`config.mk`:
```
export PLATFORM = sky130hd
export DESIGN_NAME = hpc_hash
export DESIGN_NICKNAME = d
export VERILOG_FILES = /design/src/design/hpc_pkg.sv /design/src/design/hpc_hash.sv
export SDC_FILE = /design/constraint.sdc
export NUM_CORES = 2
export LEC_CHECK = 0
export ABC_AREA = 1
export BUFFER_PORTS_ARGS = -buffer_cell sky130_fd_sc_hd__buf_2
export CORE_MARGIN = 5
export CORE_UTILIZATION = 40
export DETAILED_ROUTE_END_ITERATION = 8
export HOLD_SLACK_MARGIN = 0.08
export PLACE_DENSITY_LB_ADDON = 0.08
export SLEW_MARGIN = 20
export SYNTH_ARGS = -nofsm -noshare
export SYNTH_HDL_FRONTEND = slang
export SYNTH_SLANG_ARGS = --single-unit
```
`constraint.sdc`:
```
create_clock -name clk -period 14.3 [get_ports clk]
set_clock_uncertainty 0.15 [all_clocks]
set_input_delay 3.575 -clock clk [delete_from_list [all_inputs] [get_ports clk]]
set_output_delay 3.575 -clock clk [all_outputs]
set_load 0.05 [all_outputs]
```
`src/design/hpc_pkg.sv`:
```
// shared constants, types and hash arithmetic for the hashed path cache
package hpc_pkg;

	// table geometry (depth must be a power of two)
	localparam int TABLE_DEPTH = 1024;
	localparam int INDEX_W = $clog2(TABLE_DEPTH);

	// field widths
	localparam int CHAR_W = 8;
	localparam int HANDLE_W = 32;
	localparam int TAG_W = 32;
	localparam int IN_DATA_W = ((CHAR_W + 2 * HANDLE_W + 7) / 8) * 8;
	localparam int OUT_FIELDS_W = 1 + 2 * HANDLE_W + INDEX_W;
	localparam int OUT_DATA_W = ((OUT_FIELDS_W + 7) / 8) * 8;
	localparam int OUT_PAD_W = OUT_DATA_W - OUT_FIELDS_W;

	// polynomial hash arithmetic
	localparam longint POLY_MOD = 64'd1000000009;
	localparam int POLY_BASE = 31;
	localparam int POWER_W = 30;            // base power < POLY_MOD < 2**30
	localparam int MAG_W = 8;               // |weight| <= 224
	localparam int MAG_MAX = 224;
	localparam int PROD_W = POWER_W + MAG_W;
	localparam int COARSE_SHIFT = 30;
	localparam int RED_W = 31;              // coarse residue < 2**30 + POLY_MOD
	localparam int SUM_W = 31;              // |running sum| < POLY_MOD
	localparam logic [RED_W-1:0] MOD_R = RED_W'(POLY_MOD);
	localparam logic [RED_W-1:0] MOD2_R = RED_W'(2 * POLY_MOD);
	localparam logic signed [SUM_W:0] MOD_S = (SUM_W + 1)'(POLY_MOD);
	localparam logic signed [CHAR_W:0] WEIGHT_OFFSET = 9'sd96;  // 'a' - 1
	localparam logic [POWER_W-1:0] POWER_SEED = POWER_W'(1);

	// djb2 tag
	localparam logic [TAG_W-1:0] TAG_SEED = 32'd5381;
	localparam logic [TAG_W-1:0] TAG_MULT = 32'd33;

	typedef enum logic {
		OP_LOOKUP = 1'b0,
		OP_PUT    = 1'b1
	} op_t;

	// one stored row
	typedef struct packed {
		logic [TAG_W-1:0]    tag;
		logic [HANDLE_W-1:0] entry;
		logic [HANDLE_W-1:0] link;
	} row_t;

	// finished key handed from the hash pipeline to the table
	typedef struct packed {
		op_t                 op;
		logic [TAG_W-1:0]    tag;
		logic [HANDLE_W-1:0] entry;
		logic [HANDLE_W-1:0] link;
		logic [INDEX_W-1:0]  slot;
	} key_t;

	// subtract the largest k*POLY_MOD judged from the top bits; result < 2**30 + POLY_MOD
	function automatic logic [RED_W-1:0] coarse_mod(input logic [PROD_W-1:0] x);
		logic [PROD_W-COARSE_SHIFT-1:0] hi;
		logic [PROD_W-1:0] qm;
		longint thr;
		hi = x[PROD_W-1:COARSE_SHIFT];
		qm = '0;
		for (int k = 1; k <= MAG_MAX; k++) begin
			thr = (longint'(k) * POLY_MOD + (longint'(1) <<< COARSE_SHIFT) - 1) >>> COARSE_SHIFT;
			if (64'(hi) >= 64'(thr))
				qm = PROD_W'(longint'(k) * POLY_MOD);
		end
		return RED_W'(x - qm);
	endfunction

	// final correction to [0, POLY_MOD)
	function automatic logic [POWER_W-1:0] fine_mod(input logic [RED_W-1:0] y);
		logic [POWER_W-1:0] r;
		if (y >= MOD2_R)
			r = POWER_W'(y - MOD2_R);
		else if (y >= MOD_R)
			r = POWER_W'(y - MOD_R);
		else
			r = POWER_W'(y);
		return r;
	endfunction

	// base power times 31, reduced
	function automatic logic [POWER_W-1:0] next_power(input logic [POWER_W-1:0] p);
		logic [PROD_W-1:0] x;
		x = PROD_W'(p) * PROD_W'(POLY_BASE);
		return fine_mod(coarse_mod(x));
	endfunction

	// truncating remainder of acc + t, given |t| mod M, sign of t and whether |t| >= M
	function automatic logic signed [SUM_W-1:0] poly_step(
		input logic signed [SUM_W-1:0] acc,
		input logic [POWER_W-1:0]      r,
		input logic                    neg,
		input logic                    big
	);
		logic signed [SUM_W:0] u;
		logic signed [SUM_W:0] rs;
		rs = $signed((SUM_W + 1)'(r));
		u = neg ? ((SUM_W + 1)'(acc) - rs) : ((SUM_W + 1)'(acc) + rs);
		if (!big) begin
			if (u >= MOD_S)
				u = u - MOD_S;
			else if (u <= -MOD_S)
				u = u + MOD_S;
		end else if (!neg) begin
			// true sum is positive: fold into [0, M)
			if (u < 0)
				u = u + MOD_S;
			else if (u >= MOD_S)
				u = u - MOD_S;
		end else begin
			// true sum is negative: fold into (-M, 0]
			if (u > 0)
				u = u - MOD_S;
			else if (u <= -MOD_S)
				u = u + MOD_S;
		end
		return SUM_W'(u);
	endfunction

	// |acc % TABLE_DEPTH| for a power-of-two depth
	function automatic logic [INDEX_W-1:0] slot_of(input logic signed [SUM_W-1:0] acc);
		logic [INDEX_W-1:0] lo;
		lo = acc[INDEX_W-1:0];
		return acc[SUM_W-1] ? ((~lo) + INDEX_W'(1)) : lo;
	endfunction

endpackage

```
`src/design/hpc_hash.sv`:
```
// hash pipeline: per-character djb2 tag and polynomial sum, emits one key per last character
module hpc_hash (
	input  logic                          clk,
	input  logic                          arst_n,
	input  logic                          in_accept,
	input  logic                          adv,
	input  logic [hpc_pkg::CHAR_W-1:0]    char_code,
	input  logic                          last_char,
	input  hpc_pkg::op_t                  opcode,
	input  logic [hpc_pkg::HANDLE_W-1:0]  entry_in,
	input  logic [hpc_pkg::HANDLE_W-1:0]  link_in,
	output logic                          key_valid,
	output hpc_pkg::key_t                 key
);

	typedef struct packed {
		logic                          last;
		hpc_pkg::op_t                  op;
		logic [hpc_pkg::TAG_W-1:0]     tag;
		logic [hpc_pkg::HANDLE_W-1:0]  entry;
		logic [hpc_pkg::HANDLE_W-1:0]  link;
	} carry_t;

	logic [hpc_pkg::POWER_W-1:0]       power_q;
	logic [hpc_pkg::TAG_W-1:0]         tag_q;
	logic signed [hpc_pkg::SUM_W-1:0]  sum_q;

	logic signed [hpc_pkg::CHAR_W:0]   weight;
	logic [hpc_pkg::TAG_W-1:0]         tag_next;
	logic signed [hpc_pkg::SUM_W-1:0]  sum_next;

	logic                              valid_s1, valid_s2, valid_s3, valid_s4, valid_s5;
	carry_t                            carry_s1, carry_s2, carry_s3, carry_s4, carry_s5;
	logic                              neg_s1, neg_s2, neg_s3, neg_s4;
	logic [hpc_pkg::MAG_W-1:0]         mag_s1;
	logic [hpc_pkg::POWER_W-1:0]       power_s1;
	logic [hpc_pkg::PROD_W-1:0]        prod_s2;
	logic [hpc_pkg::RED_W-1:0]         red_s3;
	logic                              big_s3, big_s4;
	logic [hpc_pkg::POWER_W-1:0]       rem_s4;
	logic signed [hpc_pkg::SUM_W-1:0]  sum_s5;

	// character weight and next tag
	always_comb begin
		weight = $signed({char_code[hpc_pkg::CHAR_W-1], char_code}) - hpc_pkg::WEIGHT_OFFSET;
		tag_next = tag_q * hpc_pkg::TAG_MULT
			+ {{(hpc_pkg::TAG_W - hpc_pkg::CHAR_W){char_code[hpc_pkg::CHAR_W-1]}}, char_code};
	end

	// accumulate the reduced term into the running sum
	assign sum_next = hpc_pkg::poly_step(sum_q, rem_s4, neg_s4, big_s4);

	// running state and stage valids
	always_ff @(posedge clk or negedge arst_n) begin
		if (!arst_n) begin
			power_q  <= hpc_pkg::POWER_SEED;
			tag_q    <= hpc_pkg::TAG_SEED;
			sum_q    <= '0;
			valid_s1 <= 1'b0;
			valid_s2 <= 1'b0;
			valid_s3 <= 1'b0;
			valid_s4 <= 1'b0;
			valid_s5 <= 1'b0;
		end else begin
			if (in_accept) begin
				power_q <= last_char ? hpc_pkg::POWER_SEED : hpc_pkg::next_power(power_q);
				tag_q   <= last_char ? hpc_pkg::TAG_SEED : tag_next;
			end
			if (adv) begin
				valid_s1 <= in_accept;
				valid_s2 <= valid_s1;
				valid_s3 <= valid_s2;
				valid_s4 <= valid_s3;
				valid_s5 <= valid_s4 && carry_s4.last;
				if (valid_s4)
					sum_q <= carry_s4.last ? '0 : sum_next;
			end
		end
	end

	// stage payloads
	always_ff @(posedge clk) begin
		if (adv) begin
			carry_s1 <= '{last: last_char, op: opcode, tag: tag_next,
				entry: entry_in, link: link_in};
			neg_s1   <= weight[hpc_pkg::CHAR_W];
			mag_s1   <= weight[hpc_pkg::CHAR_W] ? hpc_pkg::MAG_W'(-weight)
				: hpc_pkg::MAG_W'(weight);
			power_s1 <= power_q;

			// term magnitude
			carry_s2 <= carry_s1;
			neg_s2   <= neg_s1;
			prod_s2  <= hpc_pkg::PROD_W'(mag_s1) * hpc_pkg::PROD_W'(power_s1);

			// coarse reduction
			carry_s3 <= carry_s2;
			neg_s3   <= neg_s2;
			red_s3   <= hpc_pkg::coarse_mod(prod_s2);
			big_s3   <= prod_s2 >= hpc_pkg::PROD_W'(hpc_pkg::POLY_MOD);

			// final reduction
			carry_s4 <= carry_s3;
			neg_s4   <= neg_s3;
			big_s4   <= big_s3;
			rem_s4   <= hpc_pkg::fine_mod(red_s3);

			// finished key
			carry_s5 <= carry_s4;
			sum_s5   <= sum_next;
		end
	end

	// key toward the table
	always_comb begin
		key_valid = valid_s5;
		key.op    = carry_s5.op;
		key.tag   = carry_s5.tag;
		key.entry = carry_s5.entry;
		key.link  = carry_s5.link;
		key.slot  = hpc_pkg::slot_of(sum_s5);
	end

endmodule

```
Yosys cells after proc, flatten, opt, wreduce, memory -nomap -nowiden
Index checks and enable logic that the tools add are counted.

cells by class
  add/subtract/negate cells = 14
  bitwise logic cells = 1
  $mul = 3
  $lt $le $gt $ge = 249
  reduce and logical (&&, ||, !) cells = 2
  mux-type cells = 259

operator list
  cell                      number
  $mux W31                  248
  $ge A8 B8 Y1 const B      82
  $ge A8 B7 Y1 const B      64
  $ge A8 B6 Y1 const B      32
  $mux W30                  7
  $ge A8 B5 Y1 const B      16
  $sub A30 B30 Y30 const B  4
  $ge A5 B5 Y1 const B      16
  $ge A8 B4 Y1 const B      8
  $mux W32                  2
  $ge A31 B30 Y1 const B    2
  $ge A31 B31 Y1 const B    2
  $sub A31 B31 Y31          2
  $ge A5 B4 Y1 const B      8
  $ge A38 B30 Y1 const B    1
  $mul A8 B30 Y38           1
  $mul A30 B5 Y35 const B   1
  $add A31 B31 Y32          1
  $add A32 B32 Y32          1
  $ge A32 B31 Y1 const B    1
  $ge A8 B3 Y1 const B      4
  $gt A32 B1 Y1 const B     1
  $le A32 B31 Y1 const B    1
  $lt A32 B1 Y1 const B     1
  other kinds (17)          22

storage, ports and cells
  word-level logic and storage cells = 572
  output and inout bits = 108
  input bits = 78
  register bits after elaboration = 761

Depth between registers and ports, before layout
  depth in word-level cells = 212
  gate-level depth with buffers = 143

Least setup slack after synthesis
Ideal clock, no wire load.

  path kind = reg-to-reg
  start point = register power_q[0] in the netlist's numbering
  end point = register power_q[29] in the netlist's numbering
  path slack = 1721 ps
  library setup time = 64 ps
  buffers on the path = 1
  cell stages (with the launch flop) = 86
  arrival time = 12365 ps
  data required time = 14086 ps
  path through = dfstp_2 -> fa_1 -> fa_1 -> inv_1 -> fa_1 -> inv_1 -> ha_1 -> nand2_1 -> o21ai_0 -> a21oi_1 -> o21ai_0 -> a21oi_1 -> o21bai_1 -> a21oi_1 -> o21bai_1 -> nand3_1 -> nand2_1 -> a31oi_1 -> [... 50 more ...] -> o21ai_0 -> inv_1 -> o41ai_1 -> xor2_1 -> inv_1 -> nor2_1 -> nand3_1 -> o32ai_1 -> nand2_1 -> inv_1 -> nor2_1 -> inv_1 -> clkbuf_1 -> nor2_1 -> a32oi_1 -> o21ai_0 -> a21oi_1 -> a21o_1

on the way
  cells in the longest elaborated chain, start to end = 39
  elaborated cells between the ends (all ways) = 72

RTL lines
  what                                                       RTL line                      RTL
  start: declaration                                         hpc_hash.sv:24                logic [hpc_pkg::POWER_W-1:0] power_q;
  start signal: assignment                                   hpc_hash.sv:56                power_q <= hpc_pkg::POWER_SEED;
  start signal: assignment                                   hpc_hash.sv:66                power_q <= last_char ? hpc_pkg::POWER_SEED : hpc_pkg::next_power(power_q);
  $mul A30 B5 Y35 *                                          hpc_pkg.sv:88                 x = PROD_W'(p) * PROD_W'(POLY_BASE);
  $ge A5 B1 Y1                                               hpc_pkg.sv:67                 if (64'(hi) >= 64'(thr))
  $mux W30                                                   hpc_pkg.sv:67
  $mux W31 (30 in series)                                    hpc_pkg.sv:67
  $mux W31                                                   hpc_hash.sv:65                if (in_accept) begin
  $sub A31 B31 Y31 *                                         hpc_pkg.sv:70                 return RED_W'(x - qm);
  $sub A30 B30 Y30 / $ge A31 B30 Y1 (equally long branches)  hpc_pkg.sv:79, hpc_pkg.sv:78
  $mux W30                                                   hpc_pkg.sv:78                 else if (y >= MOD_R)
  $mux W30 *                                                 hpc_pkg.sv:76                 if (y >= MOD2_R)
  $mux W30 *                                                 hpc_hash.sv:66

Mark *: on every way between the ends. The rest lies on a longest branch, timed or not. The select of a mux whose other input is x is not followed.
A chain may end at the register's enable or synchronous reset.

Worst setup path in the final report
  start point = register power_q[0] in the netlist's numbering
  end point = register power_q[8] in the netlist's numbering

Same word-level chain as after synthesis.

==> reports/metrics.cfg <==
[routing]
drtIter0Drc=3368
number_of_nets_with_antenna_violations_after_routing=0
drcViolationCount=0
viasPerCell=5.27
vias=50600
drt_first_pass_iters=6
avgRoutedWirePerCell_um=18.1
detail_route.wirelength_um=173000

[floorplanning]
placeableCoreArea_mm2=0.146
fp.dieArea_mm2=0.155
ios=186
initial_utilization_pct=40.3
chipWidth_um=394
die-height_um=394
core.rowCount=140

[placement]
dp_hpwl_um=133000
area_after_detailed_placement_mm2=0.0633
place_congestion=0.937
place.port_buffers=185

[final_layout]
number_of_nets_in_the_final_layout=8250
num_antenna_cells=0
ff_latch_area_mm2=0.0218
finalInstanceArea_mm2=0.0665
drive_gt1_share_pct=9.53
post-route-util_pct=45.5
count_of_filler_cells_inserted_in_the_layout=14800
syn2layout_area_growth_pct=13.0
area_of_the_multi_input_gates_mm2=0.0326

[yosys]
synth_area_mm2=0.0589
synth_seq_area_share_pct=37.0
synth_nets=7926
ys_types=70
number_of_enable_flip_flop_cells_after_synthesis=643
netlist_instances=7271
synth-async-reset-ratio_pct=13.2
synth-warning-count=0
synth_seq_cells=741
avgSynthCellArea_um2=8.10
postSynth.topFlopCell=edfxtp_1

[worst_setup_path]
worstSetupPathType=flip-flop to flip-flop
cp_max_fanout=6
worst_setup_path_end_kind=flip-flop
cpPeakStageDelay_ns=0.60
cp_data_required_time_ns=14.68
critical_path_arrival_ns=13.61
cp-start-kind=flip-flop
rrSetupSlack_ns=1.07
critPathMostFrequentCell=inv_1
critical_path.slowest_cell=dfstp_2

[timing]
post-route-period-util_pct=92.5
final_period_minus_worst_setup_slack_ns=13.23
final-setup-viol-count=0
slew-limit-headroom_pct=34.7
report.final.slew_viol_count=0
hold_ws_ns=0.246
timing_worst_slew_pin_value_ns=0.979
clock.fmax_mhz=75.6
setup_total_negative_slack_ns=0
finalHoldViolations=0

[clock_network]
clk_path_buf_depth=3
worst_skew_pair.late_latency_ns=0.70
cts.htree.levels=3
clockRootBuffer=clkbuf_16
cts.sink_count=741
cts_buf_count=88
clock_tree_from_tritoncts=yes
clk_pin_slew_worst_paths_ns=0.06

[global_route]
first_global_vias=50200
grt.total_usage_pct=21.9
grt_pass1_wl_um=278000
maximum_number_of_pins_on_one_net_before_global_route_repair=173
grt_antenna_before_repair=6
grt-ovfl-total=0

[run_status]
outcome=complete, no violations

[run]
drv.max_cap_violation_count=0

[hold_path]
worst_hold_path_type=flip-flop to flip-flop

## state kept, by name (all words and copies together), names as in the netlist, 8 cells and up
signal	cells
red_s3	31
carry_s1	98
carry_s4	98
mag_s1	8
sum_s5	11
power_q	30
prod_s2	38
carry_s3	98
key	97
sum_q	31
carry_s2	98
tag_q	32
power_s1	30
rem_s4	30
## stage by stage
step	setup slack, ns	cells
final	1.07	9588
after global routing	-0.0833	9588
after CTS	0.0614	9570
after detailed placement	-0.0398	9404
after global placement	0.156	9404
after floorplan	1.72	7271
## final cells by class
cell class / instances / share of cell area (%)
tap: 1917 / 3.60
clock buffer: 105 / 3.44
inverter: 973 / 5.49
multi-input combinational: 5314 / 49.0
sequential: 741 / 32.7
clock inverter: 61 / 0.995
timing repair buffer: 477 / 4.73
## layer usage
metal  wire length [um]  part of all wire [%]  vias to the layer above  global-route usage (%)
met4               3970                   2.3                        4                    5.49
met1              82300                    48                    24300                    30.9
met3               7010                   4.0                      262                    2.59
met2              80000                    46                     1140                    36.2
li1                   -                     -                    24800                       -
met5                 25                 0.014                        -                       0
## critical path: cells and delay by family, from the launching register on
| kind | cells | cell delay, ns |
|---|---|---|
| AO/OA/AOI/OAI | 38 | 5.11 |
| XOR/XNOR | 3 | 0.75 |
| adder cells (fa/ha/maj) | 5 | 2.11 |
| buffers and inverters | 14 | 1.30 |
| flip-flops | 1 | 0.60 |
| AND/OR/NAND/NOR | 24 | 3.06 |
## placed cells by master (no fill, tap or decap), types with 30 or more instances in the layout
cell type / n
buf_4: 291
nor2_1: 411
clkbuf_16: 88
a21oi_1: 757
nor3_1: 54
o21ai_1: 30
fa_1: 279
o211ai_1: 52
o22ai_1: 40
dfrtp_1: 91
nand2_1: 1900
inv_1: 931
xor2_1: 247
ha_1: 298
o21ai_0: 646
xnor2_1: 66
o31ai_1: 32
nand4_1: 33
buf_2: 183
nand3_1: 134
edfxtp_1: 643
a22o_1: 30
a21boi_0: 58
## kinds of logic after synthesis
| logic type | share of synthesized area (%) |
|---|---|
| flip-flops | 37.0 |
| AND/OR/NAND/NOR | 17.6 |
| XOR/XNOR | 4.70 |
| AO/OA/AOI/OAI | 17.0 |
| multiplexers | 0.0191 |
| buffers and inverters | 7.91 |
| adder cells (fa/ha/maj) | 15.8 |
## timing repair
action / in CTS / in global routing
buffers inserted: 0 / 18
pin swaps: 0 / 9
hold buffers: 0 / 0
resized for setup: 1 / 50
setup endpoints to repair: 8 / 35
## synthesized netlist by cell type (9+ instances only)
master    number  share of area, %
nand2_1     1901                12
inv_1        935               6.0
a21oi_1      762               6.5
o21ai_0      663               5.6
edfxtp_1     643                33
nor2_1       419               2.7
ha_1         298               6.3
fa_1         279               9.5
xor2_1       249               3.7
clkbuf_1     180               1.1
nand3_1      134               1.1
dfrtp_1       92               3.9
xnor2_1       67               1.0
a21boi_0      58              0.74
nor3_1        55              0.47
o211ai_1      52              0.66
o22ai_1       41              0.44
o31ai_1       34              0.43
nand4_1       33              0.35
a22o_1        30              0.45
clkbuf_2      30              0.25
o21bai_1      29              0.37
a31oi_1       23              0.24
inv_2         21              0.13
o21ai_1       20              0.17
or2_2         20              0.21
buf_2         19              0.16
clkinv_1      16              0.10
nor4_1        15              0.16
a211oi_1      13              0.17
o21a_1        13              0.17
a21o_1        12              0.15
a32o_1         9              0.15
## final timing paths
| kind | startpoint | endpoint | depth (start not counted) |
|---|---|---|---|
| worst max-delay path | power_q[0] | power_q[8] | 84 |
| worst min-delay path | carry_s1[77] | carry_s2[77] | 0 |
| worst max register to register | power_q[0] | power_q[8] | 84 |
| worst min register to register | carry_s1[77] | carry_s2[77] | 0 |
| max in group asynchronous | arst_n | sum_q[11] | 2 |
| min in group asynchronous | arst_n | tag_q[17] | 1 |
Power is not shown: default switching activity piles up to over one toggle a cycle in this logic, so the estimate is an artifact.
